$ cat src/rtl/core/nec_ir_pkg.sv
// NEC IR frame decoder package: timing constants, field widths and the
// duration window compare shared by the decoder. No dependencies.
`timescale 1ns / 1ps

package nec_ir_pkg;

    localparam int DUR_W    = 15;
    localparam int NOM_W    = 14;
    localparam int MARGIN_W = 12;
    localparam int HALF_W   = 16;
    localparam int DATA_BITS = 2 * HALF_W;

    localparam logic [NOM_W-1:0] LEAD_MARK_US  = 14'd9000;
    localparam logic [NOM_W-1:0] LEAD_SPACE_US = 14'd4500;
    localparam logic [NOM_W-1:0] RPT_SPACE_US  = 14'd2250;
    localparam logic [NOM_W-1:0] BIT_MARK_US   = 14'd560;
    localparam logic [NOM_W-1:0] ZERO_SPACE_US = 14'd560;
    localparam logic [NOM_W-1:0] ONE_SPACE_US  = 14'd1690;

    localparam logic [MARGIN_W-1:0] MARGIN_RESET = 12'd500;

    localparam int FRAME_SYMBOLS  = 34;
    localparam int REPEAT_SYMBOLS = 2;

    // Open window (nominal - margin, nominal + margin); lower bound moved to
    // the duration side so a negative bound needs no sign handling.
    function automatic logic in_window(
        input logic [DUR_W-1:0]    dur,
        input logic [NOM_W-1:0]    nominal,
        input logic [MARGIN_W-1:0] margin
    );
        logic [15:0] upper;
        logic [15:0] dur_plus;
        upper    = 16'(nominal) + 16'(margin);
        dur_plus = 16'(dur) + 16'(margin);
        return (16'(dur) < upper) && (dur_plus > 16'(nominal));
    endfunction

endpackage

$ cat src/rtl/core/nec_ir_frame_decoder.sv
// NEC IR frame decoder top level: symbol input register, capture state,
// result register. Depends on nec_ir_pkg.
//
// Channel  Dir  tdata (low bit up)                       tuser / tlast
// s_       in   mark_time[14:0], space_time[29:15]       tlast = end_of_capture
// m_       out  rx_address[15:0], rx_command[31:16]      tuser = frame_ok, repeat_flag
// cfg_     in   cfg_wr_data = margin_us[11:0]            write on cfg_wr_en
//
// One symbol per cycle sustained while s_tready is high; an end-of-capture symbol
// passes the input register, then loads the result register, which drives m_tvalid.
// s_tready drops only while an end-of-capture symbol sits in the input register
// and the result register is full and not being taken.
// aresetn (synchronous, active low) clears capture state, held address and
// command, and sets margin_us to 500.
`timescale 1ns / 1ps

module nec_ir_frame_decoder #(
    parameter int MAX_SYMBOLS = 64
) (
    input  logic        aclk,
    input  logic        aresetn,
    input  logic        cfg_wr_en,
    input  logic [11:0] cfg_wr_data,   // margin_us
    input  logic        s_tvalid,
    output logic        s_tready,
    input  logic [31:0] s_tdata,       // mark_time[14:0], space_time[29:15], zero fill
    input  logic        s_tlast,       // end_of_capture
    output logic        m_tvalid,
    input  logic        m_tready,
    output logic [31:0] m_tdata,       // rx_address[15:0], rx_command[31:16]
    output logic [1:0]  m_tuser        // frame_ok[0], repeat_flag[1]
);

    localparam int CNT_W = $clog2(MAX_SYMBOLS + 1);
    localparam int DW    = nec_ir_pkg::DUR_W;

    logic [nec_ir_pkg::MARGIN_W-1:0] margin_reg;

    // input register
    logic          in_valid_reg;
    logic [DW-1:0] in_mark_reg;
    logic [DW-1:0] in_space_reg;
    logic          in_last_reg;

    // capture state
    logic [CNT_W-1:0] cnt_reg, cnt_next;
    logic             leader_reg, leader_next;
    logic             rpt_lead_reg, rpt_lead_next;
    logic             bit_err_reg, bit_err_next;
    logic [nec_ir_pkg::DATA_BITS-1:0] shift_reg, shift_next;
    logic [nec_ir_pkg::HALF_W-1:0]    addr_reg, addr_next;
    logic [nec_ir_pkg::HALF_W-1:0]    cmd_reg, cmd_next;

    // result register
    logic        out_valid_reg;
    logic        out_ok_reg, out_rpt_reg;
    logic [31:0] out_data_reg;

    logic adv;
    logic res_ok, res_rpt;
    logic lead_mark_ok, mark_ok, sym_one, sym_zero, data_pos;

    assign adv      = in_valid_reg && (!in_last_reg || !out_valid_reg || m_tready);
    assign s_tready = !in_valid_reg || adv;

    assign lead_mark_ok = nec_ir_pkg::in_window(in_mark_reg, nec_ir_pkg::LEAD_MARK_US,
                                                margin_reg);
    assign mark_ok  = nec_ir_pkg::in_window(in_mark_reg, nec_ir_pkg::BIT_MARK_US, margin_reg);
    assign sym_one  = mark_ok && nec_ir_pkg::in_window(in_space_reg,
                                                       nec_ir_pkg::ONE_SPACE_US, margin_reg);
    assign sym_zero = mark_ok && nec_ir_pkg::in_window(in_space_reg,
                                                       nec_ir_pkg::ZERO_SPACE_US, margin_reg);
    assign data_pos = (cnt_reg != '0) && (cnt_reg <= CNT_W'(nec_ir_pkg::DATA_BITS));

    always_comb begin
        leader_next   = leader_reg;
        rpt_lead_next = rpt_lead_reg;
        bit_err_next  = bit_err_reg;
        shift_next    = shift_reg;
        cnt_next      = cnt_reg;
        addr_next     = addr_reg;
        cmd_next      = cmd_reg;
        res_ok        = 1'b0;
        res_rpt       = 1'b0;

        if (cnt_reg == '0) begin
            leader_next   = lead_mark_ok && nec_ir_pkg::in_window(in_space_reg,
                                nec_ir_pkg::LEAD_SPACE_US, margin_reg);
            rpt_lead_next = lead_mark_ok && nec_ir_pkg::in_window(in_space_reg,
                                nec_ir_pkg::RPT_SPACE_US, margin_reg);
        end else if (data_pos) begin
            // data symbols shift in from the top: after 32, bit i is symbol i
            shift_next = {sym_one, shift_reg[nec_ir_pkg::DATA_BITS-1:1]};
            if (!sym_one && !sym_zero) begin
                bit_err_next = 1'b1;
            end
        end

        if (cnt_reg < CNT_W'(MAX_SYMBOLS)) begin
            cnt_next = cnt_reg + 1'b1;
        end

        if (in_last_reg) begin
            // the closing symbol of a frame is never a data symbol,
            // so the registered flags are final here
            if (cnt_next == CNT_W'(nec_ir_pkg::FRAME_SYMBOLS) && leader_reg && !bit_err_reg) begin
                addr_next = shift_reg[nec_ir_pkg::HALF_W-1:0];
                cmd_next  = shift_reg[nec_ir_pkg::DATA_BITS-1:nec_ir_pkg::HALF_W];
                res_ok    = 1'b1;
            end else if (cnt_next == CNT_W'(nec_ir_pkg::REPEAT_SYMBOLS) && rpt_lead_reg) begin
                res_ok  = 1'b1;
                res_rpt = 1'b1;
            end
            cnt_next      = '0;
            leader_next   = 1'b0;
            rpt_lead_next = 1'b0;
            bit_err_next  = 1'b0;
            shift_next    = '0;
        end
    end

    always_ff @(posedge aclk) begin
        if (!aresetn) begin
            margin_reg    <= nec_ir_pkg::MARGIN_RESET;
            in_valid_reg  <= 1'b0;
            out_valid_reg <= 1'b0;
            cnt_reg       <= '0;
            leader_reg    <= 1'b0;
            rpt_lead_reg  <= 1'b0;
            bit_err_reg   <= 1'b0;
            shift_reg     <= '0;
            addr_reg      <= '0;
            cmd_reg       <= '0;
        end else begin
            if (cfg_wr_en) begin
                margin_reg <= cfg_wr_data;
            end

            if (s_tready) begin
                in_valid_reg <= s_tvalid;
            end

            if (adv) begin
                cnt_reg      <= cnt_next;
                leader_reg   <= leader_next;
                rpt_lead_reg <= rpt_lead_next;
                bit_err_reg  <= bit_err_next;
                shift_reg    <= shift_next;
                addr_reg     <= addr_next;
                cmd_reg      <= cmd_next;
            end

            if (adv && in_last_reg) begin
                out_valid_reg <= 1'b1;
            end else if (m_tready) begin
                out_valid_reg <= 1'b0;
            end
        end
    end

    // payload registers
    always_ff @(posedge aclk) begin
        if (s_tready && s_tvalid) begin
            in_mark_reg  <= s_tdata[DW-1:0];
            in_space_reg <= s_tdata[2*DW-1:DW];
            in_last_reg  <= s_tlast;
        end
        if (adv && in_last_reg) begin
            out_ok_reg   <= res_ok;
            out_rpt_reg  <= res_rpt;
            out_data_reg <= {cmd_next, addr_next};
        end
    end

    assign m_tvalid = out_valid_reg;
    assign m_tdata  = out_data_reg;
    assign m_tuser  = {out_rpt_reg, out_ok_reg};

`ifndef SYNTH
    // symbol counter saturates
    assert property (@(posedge aclk) disable iff (!aresetn)
        cnt_reg <= CNT_W'(MAX_SYMBOLS))
        else $error("symbol count above limit");

    // a repeat result is always also a good result
    assert property (@(posedge aclk) disable iff (!aresetn)
        m_tvalid |-> !(m_tuser[1] && !m_tuser[0]))
        else $error("repeat flagged on failed capture");

    // capture state is cleared after each end of capture
    assert property (@(posedge aclk) disable iff (!aresetn)
        adv && in_last_reg |=> cnt_reg == '0 && !leader_reg && !rpt_lead_reg && !bit_err_reg)
        else $error("capture state not cleared");

    // a result is never loaded over one that has not been taken
    assert property (@(posedge aclk) disable iff (!aresetn)
        adv && in_last_reg && out_valid_reg |-> m_tready)
        else $error("result overwritten");

    // held values change only on a good full frame
    assert property (@(posedge aclk) disable iff (!aresetn)
        !(adv && in_last_reg && res_ok && !res_rpt) |=> $stable(addr_reg) && $stable(cmd_reg))
        else $error("held address or command changed without a frame");
`endif

endmodule
$ cat config.mk
export PLATFORM = sky130hd
export DESIGN_NAME = nec_ir_frame_decoder
export DESIGN_NICKNAME = d
export VERILOG_FILES = /design/src/rtl/core/nec_ir_pkg.sv /design/src/rtl/core/nec_ir_frame_decoder.sv
export SDC_FILE = /design/constraint.sdc
export NUM_CORES = 1
export LEC_CHECK = 0
export BUFFER_PORTS_ARGS = -buffer_cell sky130_fd_sc_hd__buf_4
export CAP_MARGIN = 20
export CELL_PAD_IN_SITES_DETAIL_PLACEMENT = 1
export CELL_PAD_IN_SITES_GLOBAL_PLACEMENT = 1
export CORE_ASPECT_RATIO = 0.8
export CORE_UTILIZATION = 45
export DETAILED_ROUTE_END_ITERATION = 6
export PLACE_DENSITY = 0.84
export REMOVE_ABC_BUFFERS = 1
export SYNTH_ARGS = -nofsm -noshare
export SYNTH_HDL_FRONTEND = slang
export SYNTH_SLANG_ARGS = --single-unit
$ cat constraint.sdc
create_clock -name aclk -period 3.9 [get_ports aclk]
set_input_delay 0.78 -clock aclk [delete_from_list [all_inputs] [get_ports aclk]]
set_output_delay 0.78 -clock aclk [all_outputs]
set_load 0.005 [all_outputs]
==> flow_summary_export.csv <==
group,metric,value,unit
setup_path,crit_path_end_kind,"flop",
route,vias,7629,
synth,syn_area,0.00953,mm^2
outcome,status,"completed",
timing,slew_headroom,49.8,%
timing,min_period,3.44,ns
cells_and_area,regArea,0.00371,mm^2
pwr,finalPower,4.37,mW
cells_and_area,nNetsFinal,1212,
setup_path,worst-path-max-fanout,8,
cts,root_buffer,"clkbuf_16",
floorplan,die_height,132,um
synth,yosysWarnings,0,
cells_and_area,fill_cells,2331,
route,ant_nets,0,
floorplan,initial_utilization,46.0,%
cts,cts_max_level,4,
place,gp_congestion,0.862,
cells_and_area,syn2layout_area_growth,16.1,%
grt,grt_start_max_net_pins,55,
route,drc,0,
route,drt_wl_total,25000,um
timing,timing.final.hold_violations,0,
cells_and_area,multi_input_area,0.00551,mm^2
synth,synth_edf_count,65,
pwr,ir_worst_vdd,0.200,mV
setup_path,worstSetupPathType,"flop to flop",
timing,timing.fmax,0.291,GHz
cells_and_area,diodes,0,
setup_path,crit_slowest_cell,"dfxtp_1",
synth,synth_area_leaders,"edfxtp_1 (20%), dfxtp_1 (18%), ha_1 (13%), nor2_1 (4.4%), nor2b_1 (3.7%)",
grt,grt_pass1_wl,41800,um
floorplan,ios,86,
route,vias_per_cell,5.69,
setup_path,cp_slowest_stage_delay,0.62,ns
cts,cts-resized-gates,0,
floorplan,core,0.0207,mm^2
route,dr.pass1.iters,5,
setup_path,path_cells,"inv_1, ha_1, nand2b_1, a211oi_1, o41a_1, a21boi_1, o21ai_0, a21oi_1, nor3_1, a31oi_1, a31o_1",
synth,syn_inst,981,
timing,finalSetupViolations,0,
setup_path,cp_data_required_time,4.22,ns
timing,tns,0,ns
pwr,p_per_area,395,mW/mm^2
timing,drv_slew,0,
route,drt_iter0_markers,398,
synth,synth_cell_types,78,
hold_path,hp-class,"flop to flop",
pwr,p_leak,4.50,nW
grt,antenna_found_initial,0,
synth,ys_seq_elements,153,
synth,synthFlopType,"dfxtp_1",
synth,synth_top_area_share,20.5,%
synth,async_reset_ff_share,0,%
synth,synth.cells.most_frequent,"nor2_1 (111), ha_1 (102), dfxtp_1 (88)",
cts,cts_made_buffers,17,
place,dpl.hpwl,17700,um
timing,rsz0062_at_grt,"false",
cells_and_area,drive_gt1_share,17.6,%
grt,grt-ovfl-total,0,
synth,synth_most_common_cell,"nor2_1",
setup_path,worstPathArrival,3.76,ns
cts,cts_setup_buffers,0,
cts,cts_sinks,153,
setup_path,worst_setup_path_start_kind,"flop",
floorplan,die_width,165,um
cts,cts_hold_buf,0,
timing,tightestPinTransition,0.752,ns
cts,clock_latency,0.43,ns
timing,skew,0.0207,ns
cts,cts_tree,"yes",
grt,grt_pass1_vias,8191,
synth,ys_seq_area_share,39.0,%
run,drv_cap,0,
timing,min_period_over_period,88.1,%
grt,grt_use_total,24.5,%
synth,yosys.area.top_type,"edfxtp_1",
place,port-buffer-count,83,
cts,clk_pin_slew,0.07,ns
cts,clockBufferDepth,2,
floorplan,die-area,0.0218,mm^2
cells_and_area,utilization,53.4,%
route,wire_per_inst,18.7,um
synth,syn_area_per_cell,9.71,um^2
floorplan,rows,47,
## metrics by stage
step	cell area, um^2	setup slack [ns]	cells	hold WS [ns]
floorplan	9340	0.521	938	0.424
global placement	10500	0.660	1308	0.457
detailed placement	10500	0.575	1308	0.466
CTS	11100	0.524	1340	0.478
global route	11100	0.149	1340	0.499
finish	11100	0.463	1340	0.474
## cell type report
type,instances,area share [%]
clock inverter,15,1.66
inverter,36,1.22
clock buffer,17,3.85
sequential,153,33.6
multi-input combinational,749,49.8
timing repair buffer,101,6.85
tap,269,3.04
## metal layers
metal / up-vias / track usage (%) / share of wire, %
li1: 3703 / - / -
met1: 3762 / 33.0 / 48
met2: 132 / 40.5 / 47
met3: 32 / 3.71 / 3.2
met4: 0 / 6.83 / 1.6
met5: - / 0 / 0
## cells by family after synthesis
group                      synth area share, %
AOI/OAI and AO/OA                         14.9
xor gates and xnor gates                  4.96
muxes                                     4.94
DFF                                       39.0
buffers and inverters                     3.44
and+or+nand+nor                           18.9
adders and majority gates                 13.8
## cells in the final DEF, fill, tap and decap left out, types with 20 or more instances in the layout
cell	n
a21oi_1	47
a22oi_1	31
buf_4	101
dfxtp_1	88
edfxtp_1	65
ha_1	102
inv_1	35
mux2_2	31
nand2_1	41
nand3_1	20
nor2_1	111
nor2b_1	56
nor3b_1	33
o21ai_0	39
xnor2_1	23
xor2_1	31
## power by group
part           total, mW  switching, mW  internal [mW]  leakage (nW)
sequential          1.80         0.0681           1.73          1.33
combinational      0.868          0.487          0.381          2.87
clock               1.70          0.820          0.879         0.298
total               4.37           1.37           2.99          4.50
## critical path: cells and delay by family (launching register included)
kind | cells | cell delay, ns
adder cells (fa/ha/maj) | 1 | 0.34
AND/OR/NAND/NOR | 2 | 0.53
flip-flops | 1 | 0.62
AO/OA/AOI/OAI | 7 | 1.65
buffers and inverters | 1 | 0.20
## path summary, 6_finish.rpt
check | startpoint | end | slack [ns] | cells past startpoint
setup reg to reg | margin_reg[1] | shift_reg[31] | 0.46 | 11
hold / removal | rpt_lead_reg | rpt_lead_reg | 0.47 | 2
setup / recovery | margin_reg[1] | shift_reg[31] | 0.46 | 11
hold reg to reg | rpt_lead_reg | rpt_lead_reg | 0.47 | 2
Power figures use the tool's default switching activity.
